## config.mk

```make
export PLATFORM = sky130hd
export DESIGN_NAME = log_entry_parser_top
export DESIGN_NICKNAME = d
export VERILOG_FILES = /design/src/lep_pkg.sv /design/src/log_entry_parser_top.sv /design/src/lep_parser.sv /design/src/lep_out_fifo.sv
export SDC_FILE = /design/constraint.sdc
export NUM_CORES = 1
export LEC_CHECK = 0
export ABC_AREA = 1
export BUFFER_PORTS_ARGS = -buffer_cell sky130_fd_sc_hd__clkbuf_2
export CORE_ASPECT_RATIO = 1.1
export CORE_MARGIN = 4
export CORE_UTILIZATION = 55
export CTS_CLUSTER_SIZE = 12
export DETAILED_ROUTE_END_ITERATION = 16
export GPL_TIMING_DRIVEN = 0
export PLACE_DENSITY = 0.78
export SYNTH_ARGS = -nofsm -noshare
export SYNTH_HDL_FRONTEND = slang
export SYNTH_SLANG_ARGS = --single-unit
```

## constraint.sdc

```tcl
create_clock -name clk_i -period 6.8 [get_ports clk_i]
set_input_delay 1.36 -clock clk_i [delete_from_list [all_inputs] [get_ports clk_i]]
set_output_delay 1.36 -clock clk_i [all_outputs]
set_load 0.03 [all_outputs]
```

## src/lep_pkg.sv

```systemverilog
// ----------------------------------------------------------------------------
// lep_pkg: log entry parser shared definitions
// Entry layout constants, phase, kind and status codes, result and control
// structs used by the parser, the result queue and the top level.
// ----------------------------------------------------------------------------
package lep_pkg;

  localparam int unsigned MaxEntryBytes = 65536;
  localparam int unsigned MinEntryBytes = 17;
  localparam int unsigned SeqBytes      = 8;
  localparam int unsigned LenBytes      = 4;
  localparam int unsigned CountW        = $clog2(MaxEntryBytes + 1);

  localparam int unsigned OutDepth = 4;
  localparam int unsigned PtrW     = $clog2(OutDepth);
  localparam int unsigned FillW    = $clog2(OutDepth + 1);

  localparam int unsigned NumCfgRegs = 2;
  localparam int unsigned CfgIdxW    = $clog2(NumCfgRegs);

  typedef enum logic [CfgIdxW-1:0] {
    CFG_PUT_TYPE    = 1'b0,
    CFG_DELETE_TYPE = 1'b1
  } lep_cfg_idx_e;

  typedef enum logic [2:0] {
    PH_TYPE  = 3'd0,
    PH_SEQ   = 3'd1,
    PH_KLEN  = 3'd2,
    PH_KEY   = 3'd3,
    PH_VLEN  = 3'd4,
    PH_VALUE = 3'd5,
    PH_DONE  = 3'd6
  } lep_phase_e;

  typedef enum logic [1:0] {
    KIND_KEY     = 2'd0,
    KIND_VALUE   = 2'd1,
    KIND_SUMMARY = 2'd2
  } lep_kind_e;

  typedef enum logic [2:0] {
    ST_OK      = 3'd0,
    ST_SHORT   = 3'd1,
    ST_BADTYPE = 3'd2,
    ST_KEYOVR  = 3'd3,
    ST_NOVLEN  = 3'd4,
    ST_VALOVR  = 3'd5,
    ST_LONG    = 3'd6
  } lep_status_e;

  typedef struct packed {
    logic [7:0] put_type;
    logic [7:0] delete_type;
  } lep_cfg_t;

  typedef struct packed {
    lep_kind_e   kind;
    logic [7:0]  payload_byte;
    logic        entry_is_delete;
    logic [63:0] sequence_number;
    logic [31:0] key_length;
    logic [31:0] value_length;
    lep_status_e status;
    logic        end_of_entry;
  } lep_result_t;

  typedef struct packed {
    logic        byte_valid;
    lep_result_t byte_res;
    logic        sum_valid;
    lep_result_t sum_res;
  } lep_push_t;

endpackage

```

## src/log_entry_parser_top.sv

```systemverilog
// ----------------------------------------------------------------------------
// log_entry_parser_top: log entry parser
// Decodes log entry bytes, passes key and value bytes through and gives an
// entry summary with decoded fields and status on the final byte.
//
//   channel | direction | handshake              | payload
//   --------+-----------+------------------------+-----------------------------
//   in      | in        | in_valid_i/in_stall_o  | data_byte_i, final_byte_i
//   out     | out       | out_valid_o/out_stall_i| kind_o ... end_of_entry_o
//   cfg     | in        | cfg_we_i               | cfg_index_i, cfg_data_i
//
// One byte per cycle is accepted while in_stall_o is low; each byte is decoded
// in the cycle it is taken and its results are registered in a four-entry
// result queue before they reach the output. A byte with two results (data
// plus summary) gives two output transactions; input stalls while the queue
// has room for fewer than two. Reset clears the parse state and the queue and
// sets the type codes to put 0x00 and delete 0x01.
// ----------------------------------------------------------------------------
module log_entry_parser_top (
  input  logic                         clk_i,
  input  logic                         rst_ni,
  input  logic                         cfg_we_i,
  input  logic [lep_pkg::CfgIdxW-1:0]  cfg_index_i,
  input  logic [7:0]                   cfg_data_i,
  input  logic                         in_valid_i,
  output logic                         in_stall_o,
  input  logic [7:0]                   data_byte_i,
  input  logic                         final_byte_i,
  output logic                         out_valid_o,
  input  logic                         out_stall_i,
  output logic [1:0]                   kind_o,
  output logic [7:0]                   payload_byte_o,
  output logic                         entry_is_delete_o,
  output logic [63:0]                  sequence_number_o,
  output logic [31:0]                  key_length_o,
  output logic [31:0]                  value_length_o,
  output logic [2:0]                   status_o,
  output logic                         end_of_entry_o
);
  import lep_pkg::*;

  lep_cfg_t    cfg_q;
  lep_push_t   push;
  lep_result_t head;
  logic        no_room;
  logic        accept;

  always_ff @(posedge clk_i or negedge rst_ni) begin
    if (!rst_ni) begin
      cfg_q.put_type    <= 8'd0;
      cfg_q.delete_type <= 8'd1;
    end else if (cfg_we_i) begin
      case (lep_cfg_idx_e'(cfg_index_i))
        CFG_PUT_TYPE:    cfg_q.put_type    <= cfg_data_i;
        CFG_DELETE_TYPE: cfg_q.delete_type <= cfg_data_i;
        default: begin
        end
      endcase
    end
  end

  assign in_stall_o = no_room;
  assign accept     = in_valid_i && !no_room;

  lep_parser u_parser (
    .clk_i        (clk_i),
    .rst_ni       (rst_ni),
    .cfg_i        (cfg_q),
    .accept_i     (accept),
    .data_byte_i  (data_byte_i),
    .final_byte_i (final_byte_i),
    .push_o       (push)
  );

  lep_out_fifo u_out_fifo (
    .clk_i     (clk_i),
    .rst_ni    (rst_ni),
    .push_i    (push),
    .pop_i     (!out_stall_i),
    .no_room_o (no_room),
    .valid_o   (out_valid_o),
    .head_o    (head)
  );

  assign kind_o            = head.kind;
  assign payload_byte_o    = head.payload_byte;
  assign entry_is_delete_o = head.entry_is_delete;
  assign sequence_number_o = head.sequence_number;
  assign key_length_o      = head.key_length;
  assign value_length_o    = head.value_length;
  assign status_o          = head.status;
  assign end_of_entry_o    = head.end_of_entry;

endmodule

```

## src/lep_parser.sv

```systemverilog
// ----------------------------------------------------------------------------
// lep_parser: per-byte entry decoder
// Holds the parse state, updates it on each accepted byte and produces the
// key/value byte result and, on the final byte, the entry summary.
// ----------------------------------------------------------------------------
module lep_parser (
  input  logic               clk_i,
  input  logic               rst_ni,
  input  lep_pkg::lep_cfg_t  cfg_i,
  input  logic               accept_i,
  input  logic [7:0]         data_byte_i,
  input  logic               final_byte_i,
  output lep_pkg::lep_push_t push_o
);
  import lep_pkg::*;

  lep_phase_e        phase_q, phase_d;
  logic [CountW-1:0] count_q, count_d;
  logic [2:0]        fidx_q, fidx_d;
  logic [63:0]       seq_q, seq_d;
  logic [31:0]       klen_q, klen_d;
  logic [31:0]       vlen_q, vlen_d;
  logic [31:0]       remain_q, remain_d;
  logic              del_q, del_d;
  logic              badtype_q, badtype_d;
  logic              ovf_q, ovf_d;

  logic        byte_valid;
  lep_kind_e   byte_kind;
  lep_status_e status;
  logic [31:0] shift_len;
  logic [31:0] remain_dec;

  always_comb begin
    phase_d    = phase_q;
    count_d    = count_q;
    fidx_d     = fidx_q;
    seq_d      = seq_q;
    klen_d     = klen_q;
    vlen_d     = vlen_q;
    remain_d   = remain_q;
    del_d      = del_q;
    badtype_d  = badtype_q;
    ovf_d      = ovf_q;
    byte_valid = 1'b0;
    byte_kind  = KIND_KEY;
    shift_len  = 32'd0;
    remain_dec = remain_q - 32'd1;
    if (count_q >= CountW'(MaxEntryBytes)) begin
      ovf_d = 1'b1;
    end else begin
      count_d = count_q + CountW'(1);
      case (phase_q)
        PH_TYPE: begin
          badtype_d = (data_byte_i != cfg_i.put_type) &&
                      (data_byte_i != cfg_i.delete_type);
          del_d     = (data_byte_i == cfg_i.delete_type) &&
                      (data_byte_i != cfg_i.put_type);
          fidx_d    = 3'd0;
          phase_d   = PH_SEQ;
        end
        PH_SEQ: begin
          seq_d  = {seq_q[55:0], data_byte_i};
          fidx_d = fidx_q + 3'd1;
          if (fidx_q == 3'(SeqBytes - 1)) begin
            fidx_d  = 3'd0;
            phase_d = PH_KLEN;
          end
        end
        PH_KLEN: begin
          shift_len = {klen_q[23:0], data_byte_i};
          klen_d    = shift_len;
          fidx_d    = fidx_q + 3'd1;
          if (fidx_q == 3'(LenBytes - 1)) begin
            fidx_d   = 3'd0;
            remain_d = shift_len;
            phase_d  = (shift_len == 32'd0) ? PH_VLEN : PH_KEY;
          end
        end
        PH_KEY: begin
          byte_valid = 1'b1;
          byte_kind  = KIND_KEY;
          remain_d   = remain_dec;
          if (remain_dec == 32'd0) phase_d = PH_VLEN;
        end
        PH_VLEN: begin
          shift_len = {vlen_q[23:0], data_byte_i};
          vlen_d    = shift_len;
          fidx_d    = fidx_q + 3'd1;
          if (fidx_q == 3'(LenBytes - 1)) begin
            fidx_d   = 3'd0;
            remain_d = shift_len;
            phase_d  = (shift_len == 32'd0) ? PH_DONE : PH_VALUE;
          end
        end
        PH_VALUE: begin
          byte_valid = 1'b1;
          byte_kind  = KIND_VALUE;
          remain_d   = remain_dec;
          if (remain_dec == 32'd0) phase_d = PH_DONE;
        end
        default: begin
        end
      endcase
    end
  end

  always_comb begin
    if (ovf_d) begin
      status = ST_LONG;
    end else if (count_d < CountW'(MinEntryBytes)) begin
      status = ST_SHORT;
    end else if (badtype_d) begin
      status = ST_BADTYPE;
    end else if (phase_d == PH_KEY) begin
      status = ST_KEYOVR;
    end else if (phase_d == PH_VLEN) begin
      status = ST_NOVLEN;
    end else if (phase_d == PH_VALUE) begin
      status = ST_VALOVR;
    end else begin
      status = ST_OK;
    end
  end

  always_comb begin
    push_o.byte_valid               = accept_i && byte_valid;
    push_o.byte_res.kind            = byte_kind;
    push_o.byte_res.payload_byte    = data_byte_i;
    push_o.byte_res.entry_is_delete = 1'b0;
    push_o.byte_res.sequence_number = 64'd0;
    push_o.byte_res.key_length      = 32'd0;
    push_o.byte_res.value_length    = 32'd0;
    push_o.byte_res.status          = ST_OK;
    push_o.byte_res.end_of_entry    = 1'b0;

    push_o.sum_valid               = accept_i && final_byte_i;
    push_o.sum_res.kind            = KIND_SUMMARY;
    push_o.sum_res.payload_byte    = 8'd0;
    push_o.sum_res.entry_is_delete = del_d;
    push_o.sum_res.sequence_number = seq_d;
    push_o.sum_res.key_length      = klen_d;
    push_o.sum_res.value_length    = vlen_d;
    push_o.sum_res.status          = status;
    push_o.sum_res.end_of_entry    = 1'b1;
  end

  always_ff @(posedge clk_i or negedge rst_ni) begin
    if (!rst_ni) begin
      phase_q   <= PH_TYPE;
      count_q   <= '0;
      fidx_q    <= 3'd0;
      seq_q     <= 64'd0;
      klen_q    <= 32'd0;
      vlen_q    <= 32'd0;
      remain_q  <= 32'd0;
      del_q     <= 1'b0;
      badtype_q <= 1'b0;
      ovf_q     <= 1'b0;
    end else if (accept_i) begin
      if (final_byte_i) begin
        phase_q   <= PH_TYPE;
        count_q   <= '0;
        fidx_q    <= 3'd0;
        seq_q     <= 64'd0;
        klen_q    <= 32'd0;
        vlen_q    <= 32'd0;
        remain_q  <= 32'd0;
        del_q     <= 1'b0;
        badtype_q <= 1'b0;
        ovf_q     <= 1'b0;
      end else begin
        phase_q   <= phase_d;
        count_q   <= count_d;
        fidx_q    <= fidx_d;
        seq_q     <= seq_d;
        klen_q    <= klen_d;
        vlen_q    <= vlen_d;
        remain_q  <= remain_d;
        del_q     <= del_d;
        badtype_q <= badtype_d;
        ovf_q     <= ovf_d;
      end
    end
  end

endmodule

```

## src/lep_out_fifo.sv

```systemverilog
// ----------------------------------------------------------------------------
// lep_out_fifo: result queue
// Small queue that takes up to two results per cycle in order and delivers
// one per output transaction. Reports when it cannot take two more.
// ----------------------------------------------------------------------------
module lep_out_fifo (
  input  logic                 clk_i,
  input  logic                 rst_ni,
  input  lep_pkg::lep_push_t   push_i,
  input  logic                 pop_i,
  output logic                 no_room_o,
  output logic                 valid_o,
  output lep_pkg::lep_result_t head_o
);
  import lep_pkg::*;

  lep_result_t      mem_q [OutDepth];
  logic [PtrW-1:0]  wr_q, rd_q;
  logic [FillW-1:0] fill_q;
  logic [1:0]       n_push;
  logic             pop;
  lep_result_t      first;
  logic [PtrW-1:0]  wr_next;

  assign n_push    = {1'b0, push_i.byte_valid} + {1'b0, push_i.sum_valid};
  assign valid_o   = fill_q != '0;
  assign pop       = pop_i && valid_o;
  assign no_room_o = fill_q > FillW'(OutDepth - 2);
  assign head_o    = mem_q[rd_q];
  assign first     = push_i.byte_valid ? push_i.byte_res : push_i.sum_res;
  assign wr_next   = wr_q + PtrW'(1);

  always_ff @(posedge clk_i) begin
    if (n_push != 2'd0) mem_q[wr_q] <= first;
    if (n_push == 2'd2) mem_q[wr_next] <= push_i.sum_res;
  end

  always_ff @(posedge clk_i or negedge rst_ni) begin
    if (!rst_ni) begin
      wr_q   <= '0;
      rd_q   <= '0;
      fill_q <= '0;
    end else begin
      wr_q   <= wr_q + PtrW'(n_push);
      if (pop) rd_q <= rd_q + PtrW'(1);
      fill_q <= fill_q + FillW'(n_push) - FillW'(pop);
    end
  end

endmodule

```

# [Word level (Yosys, flattened, before mapping)]
# Memory sizes are Yosys's and may differ from the RTL's.
# Index checks and enable logic that the tools add are counted.
[op_classes] add_sub_neg=9 n_lt_le_gt_ge=3 eq_ne=17 mux=54 bitwise=1 reduce_logical=22
[op_table] operator="$mux W32" n=10
[op_table] operator="$mux W64" n=3
[op_table] operator="$mux W143" n=1
[op_table] operator="$logic_not A32 Y1" n=3
[op_table] operator="$pmux W32 S3" n=1
[op_table] operator="$mux W3" n=18
[op_table] operator="$mux W17" n=2
[op_table] operator="$sub A32 B1 Y32 const B" n=1
[op_table] operator="$pmux W3 S6" n=1
[op_table] operator="$add A17 B1 Y17 const B" n=1
[op_table] operator="$ge A17 B17 Y1 const B" n=1
[op_table] operator="$lt A17 B5 Y1 const B" n=1
[op_table] operator="$ne A8 B8 Y1" n=2
[op_table] operator="$eq A3 B3 Y1 const B" n=5
[op_table] operator="$mux W1" n=15
[op_table] operator="$eq A3 B2 Y1 const B" n=4
[op_table] operator="$pmux W3 S3" n=1
[op_table] operator="$eq A8 B8 Y1" n=1
[op_table] operator="$reduce_bool A4 Y1" n=2
[op_table] operator="$logic_and A1 B1 Y1" n=6
[op_table] operator="$ne A3 B2 Y1 const B" n=2
[op_table] operator="$reduce_and A5 Y1" n=1
[op_table] operator="$add A2 B1 Y2 const B" n=2
[op_table] operator="$mux W2" n=2
[op_table] operator="17 further kinds" n=20
[totals] register_bits=209 mem_bits_rw=572 in_bits=23 out_inout_bits=145 wordCells=122 n_memories=1
[memory_table] memory="u_out_fifo.mem_q" depth=4 width=143 read_ports=1 rd_clocked_by_memory_dff=0 write_ports=2 line="lep_out_fifo.sv:17" rtl="lep_result_t mem_q [OutDepth];"

# [Logic depth before layout (Yosys ltp)]
[logic_depth] word_depth=13 depth_mapped=22 ltp_nobuf=22

# [By module]
# A second synthesis with hierarchy kept.
[unflattened] hier_cells=5558 hier_area_um2=43957.2
[by_module_without_submodules] module="lep_out_fifo" n_inst=1 cells_per_inst=3747 area_each_um2=30943.4 seq_area_each_um2=17351.6
[by_module_without_submodules] module="lep_parser" n_inst=1 cells_per_inst=1738 area_each_um2=12338.1 seq_area_each_um2=4654.5
[by_module_without_submodules] module="log_entry_parser_top" n_inst=1 cells_per_inst=73 area_each_um2=675.6 seq_area_each_um2=401.6

# [Worst setup path after synthesis]
# No wires, ideal clock.
[synth_timing] path_kind="in2reg" from="input port in_valid_i" to="memory u_out_fifo.mem_q[3][100] (netlist name), enable pin" setup_ns=0.549 arrival_time_ns=6.598 t_required_ns=6.251 setup_slack_ns=-0.347 path_stages=9 n_path_buf=1 path_cell_list="nand3_1 -> nor2_1 -> inv_1 -> nor2_2 -> inv_2 -> ha_1 -> nor3_1 -> or2_2 -> clkbuf_1"
[synth_lines] element="start, declared" line="log_entry_parser_top.sv:25" rtl="input logic in_valid_i,"
[synth_lines] element="end, declared" line="lep_out_fifo.sv:17"

# [Worst setup path after layout]
[layout_timing] from="register u_out_fifo.rd_q[0]" to="output port kind_o[1]"
[layout_via] elab_chain_len=1
[layout_rtl] element="start, declared" line="lep_out_fifo.sv:18" rtl="logic [PtrW-1:0] wr_q, rd_q;"
[layout_rtl] element="start signal, assigned" line="lep_out_fifo.sv:45" rtl="if (pop) rd_q <= rd_q + PtrW'(1);"
[layout_rtl] element="$mem_v2 Z4 W143"
[layout_rtl] element="end, declared" line="log_entry_parser_top.sv:31" rtl="output logic [1:0] kind_o,"
# Every way passes these cells.

==> impl_metrics.env <==
export IMPL_status="complete, no violations"
export IMPL_fp_coreArea_um2=63600
export IMPL_hpwl_um=72000
export IMPL_worstMarginPinSlew_ns=1.35
export IMPL_die_area_um2=68200
export IMPL_fin_crit_sh=0.935
export IMPL_synthArstFlopShare=0.269
export IMPL_insertion_delay_ns=0.63
export IMPL_htree_levels=3
export IMPL_cp_arrival_ns=5.00
export IMPL_vdd_drop_max_mv=0.291
export IMPL_drc=0
export IMPL_yosys_warnings=0
export IMPL_clockRootBuffer="clkbuf_16"
export IMPL_grt_first_pass_wirelength_um=163000
export IMPL_hold_violations=0
export IMPL_cts_resized=0
export IMPL_crit_path_start_kind="register"
export IMPL_fmaxAchievable_mhz=157
export IMPL_p_leak_uw=0.0152
export IMPL_initial_core_util=0.554
export IMPL_vias=29100
export IMPL_io_buffers=164
export IMPL_setup_viol=0
export IMPL_min_from="u_out_fifo.mem_q[1][0]"
export IMPL_die_y_um=274
export IMPL_clkTransAtPathRegs_ns=0.06
export IMPL_gp_congestion=0.979
export IMPL_ant_nets=0
export IMPL_row_count=97
export IMPL_endpoint_kind="output port"
export IMPL_final_core_util=0.626
export IMPL_reg2reg_from="u_out_fifo.fill_q[2]"
export IMPL_drt_pre_antenna_iters=6
export IMPL_slew_headroom=0.0985
export IMPL_seq_area_frac_synth=0.621
export IMPL_rsz0062_at_grt="no"
export IMPL_drive_above_1_share=0.0942
export IMPL_first_global_vias=28000
export IMPL_yosysUniqueCellTypes=50
export IMPL_cts_setup_buffers=0
export IMPL_overflow=0
export IMPL_synth_area_um2=35300
export IMPL_hp_class="reg2reg"
export IMPL_finalWirelength_um=108000
export IMPL_syn_nets=3747
export IMPL_skew_ns=0.0212
export IMPL_drv_cap=0
export IMPL_syn_inst=3709
export IMPL_fp_dieW_um=249
export IMPL_worstSetupPathType="reg2out"
export IMPL_grt_max_degree=110
export IMPL_layout_commonest_cell="nor2_1"
export IMPL_cts_tree="built"
export IMPL_cts_buffer_depth=3
export IMPL_synth_ff_type="edfxtp_1"
export IMPL_cp_max_fo=10
export IMPL_fill_cells=5155
export IMPL_drtIter0Drc=3481
export IMPL_wl_per_cell_um=22.2
export IMPL_holdWs_ns=0.466
export IMPL_io_pins=168
export IMPL_power_density_nw_per_um2=513
export IMPL_crit_start="u_out_fifo.rd_q[0]"
export IMPL_drv_slew=0
export IMPL_numCtsBuffers=80
export IMPL_final_net_count=3999
export IMPL_gr_usage_all_layers=0.308
export IMPL_postSynthAreaPerCell_um2=9.51
export IMPL_avgViaCountPerCell=5.99
export IMPL_synth_seq_cells=777
export IMPL_required_ns=5.44
export IMPL_period_needed_ns=6.36
export IMPL_antenna_found_initial=3
export IMPL_synth_edff_count=528
export IMPL_clock_sinks=777
export IMPL_hold_buffers=0
export IMPL_syn_to_final_growth_pct=12.9
export IMPL_final_cell_mix="nor2_1 (898), edfxtp_1 (528), o21ai_0 (463)"
==> power breakdown <==
part | leakage [µW] | switching (µW) | internal [µW]
Sequential | 0.00804 | 505 | 5870
Clock | 0.00120 | 1820 | 2410
Combinational | 0.00598 | 7330 | 2480
==> layer usage <==
metal | share of wire | wire length, µm | global-route usage
met3 | 0.096 | 10400 | 0.0548
met5 | 0.00030 | 32 | 0
met1 | 0.36 | 39300 | 0.392
met4 | 0.054 | 5870 | 0.154
met2 | 0.49 | 52400 | 0.514
==> registers in the layout (all words and copies together), names as in the netlist, 2 cells and up <==
signal,flops
cfg_q,16
u_out_fifo.fill_q,3
u_out_fifo.mem_q,568
u_out_fifo.rd_q,2
u_out_fifo.wr_q,2
u_parser.count_q,17
u_parser.fidx_q,3
u_parser.klen_q,32
u_parser.phase_q,3
u_parser.remain_q,32
u_parser.seq_q,64
u_parser.vlen_q,32
==> per-stage QoR <==
step / TNS (ns) / setup WS, ns / power [µW] / cell area (µm²) / cells
after CTS: 0 / 0.695 / 20300 / 39800 / 4864
after detailed placement: 0 / 1.37 / 16100 / 37300 / 4720
after floorplan: 0 / 1.77 / 12800 / 35300 / 3709
after global placement: -168.48 / -0.386 / 16000 / 37100 / 4714
after global routing: 0 / 0.524 / 21500 / 39800 / 4865
final: 0 / 0.444 / 20400 / 39800 / 4866
==> worst max-delay path, stage by stage, from the launching register on <==
cell      delay, ns
dfrtp_1        0.32
clkbuf_1       0.76
clkbuf_1       0.74
clkbuf_1       0.96
clkbuf_1       0.67
nor2_1         0.11
o22ai_1        0.41
buf_4          0.19
clkbuf_2       0.19
==> cells in the mapped netlist, types with 2 or more instances <==
master / n / share of area
o211ai_1: 11 / 0.0023
edfxtp_1: 528 / 0.45
inv_2: 5 / 0.00053
nand3_1: 57 / 0.0081
buf_1: 4 / 0.00043
clkinv_1: 7 / 0.00075
o21ai_2: 6 / 0.0015
nor2_1: 898 / 0.096
nor3_1: 20 / 0.0028
or2_2: 14 / 0.0025
nand2_2: 10 / 0.0018
ha_1: 14 / 0.0050
nand2_4: 2 / 0.00064
dfrtp_1: 208 / 0.15
o21ai_0: 463 / 0.066
xor2_1: 17 / 0.0042
nor2_2: 16 / 0.0028
inv_1: 308 / 0.033
o21ai_1: 3 / 0.00043
xnor2_1: 8 / 0.0020
nand2_1: 381 / 0.041
a211oi_1: 2 / 0.00043
o22ai_1: 325 / 0.058
nor2_4: 8 / 0.0026
a21oi_1: 62 / 0.0088
o32ai_1: 12 / 0.0030
buf_2: 33 / 0.0047
nor4_1: 6 / 0.0011
dfxtp_1: 40 / 0.023
nand4_1: 23 / 0.0041
nand3_2: 3 / 0.00085
clkbuf_1: 196 / 0.021
nand3b_1: 2 / 0.00043
==> final timing paths <==
path	to	slack, ns	cells past startpoint
max	kind_o[1]	0.44	8
min	u_out_fifo.mem_q[1][0]	0.47	2
max reg2reg	u_out_fifo.mem_q[1][31]	2.52	11
min reg2reg	u_out_fifo.mem_q[1][0]	0.47	2
max in group asynchronous	u_parser.seq_q[62]	4.99	3
min in group asynchronous	cfg_q[5]	0.79	2
==> logic make-up after synthesis <==
kind of cell             count (synthesis)  synth area share
adder cells (fa/ha/maj)                 15           0.00554
buffers and inverters                  556            0.0610
XOR/XNOR                                25           0.00621
AO/OA/AOI/OAI                          892             0.142
flip-flops                             777             0.621
AND/OR/NAND/NOR                       1444             0.165
==> cell type report <==
cell class              count  area, µm²  share of cell area
diodes                      2       5.00            0.000126
clock buffers             128       2320              0.0582
inverters                 320       1200              0.0302
clock inverters            16        146             0.00368
multi-input cells        2376      11200               0.282
plain buffers             236        988              0.0248
flip-flops and latches    777      21900               0.550
well taps                 841       1050              0.0264
repair buffers            170        995              0.0250
Power figures use the tool's default switching activity.
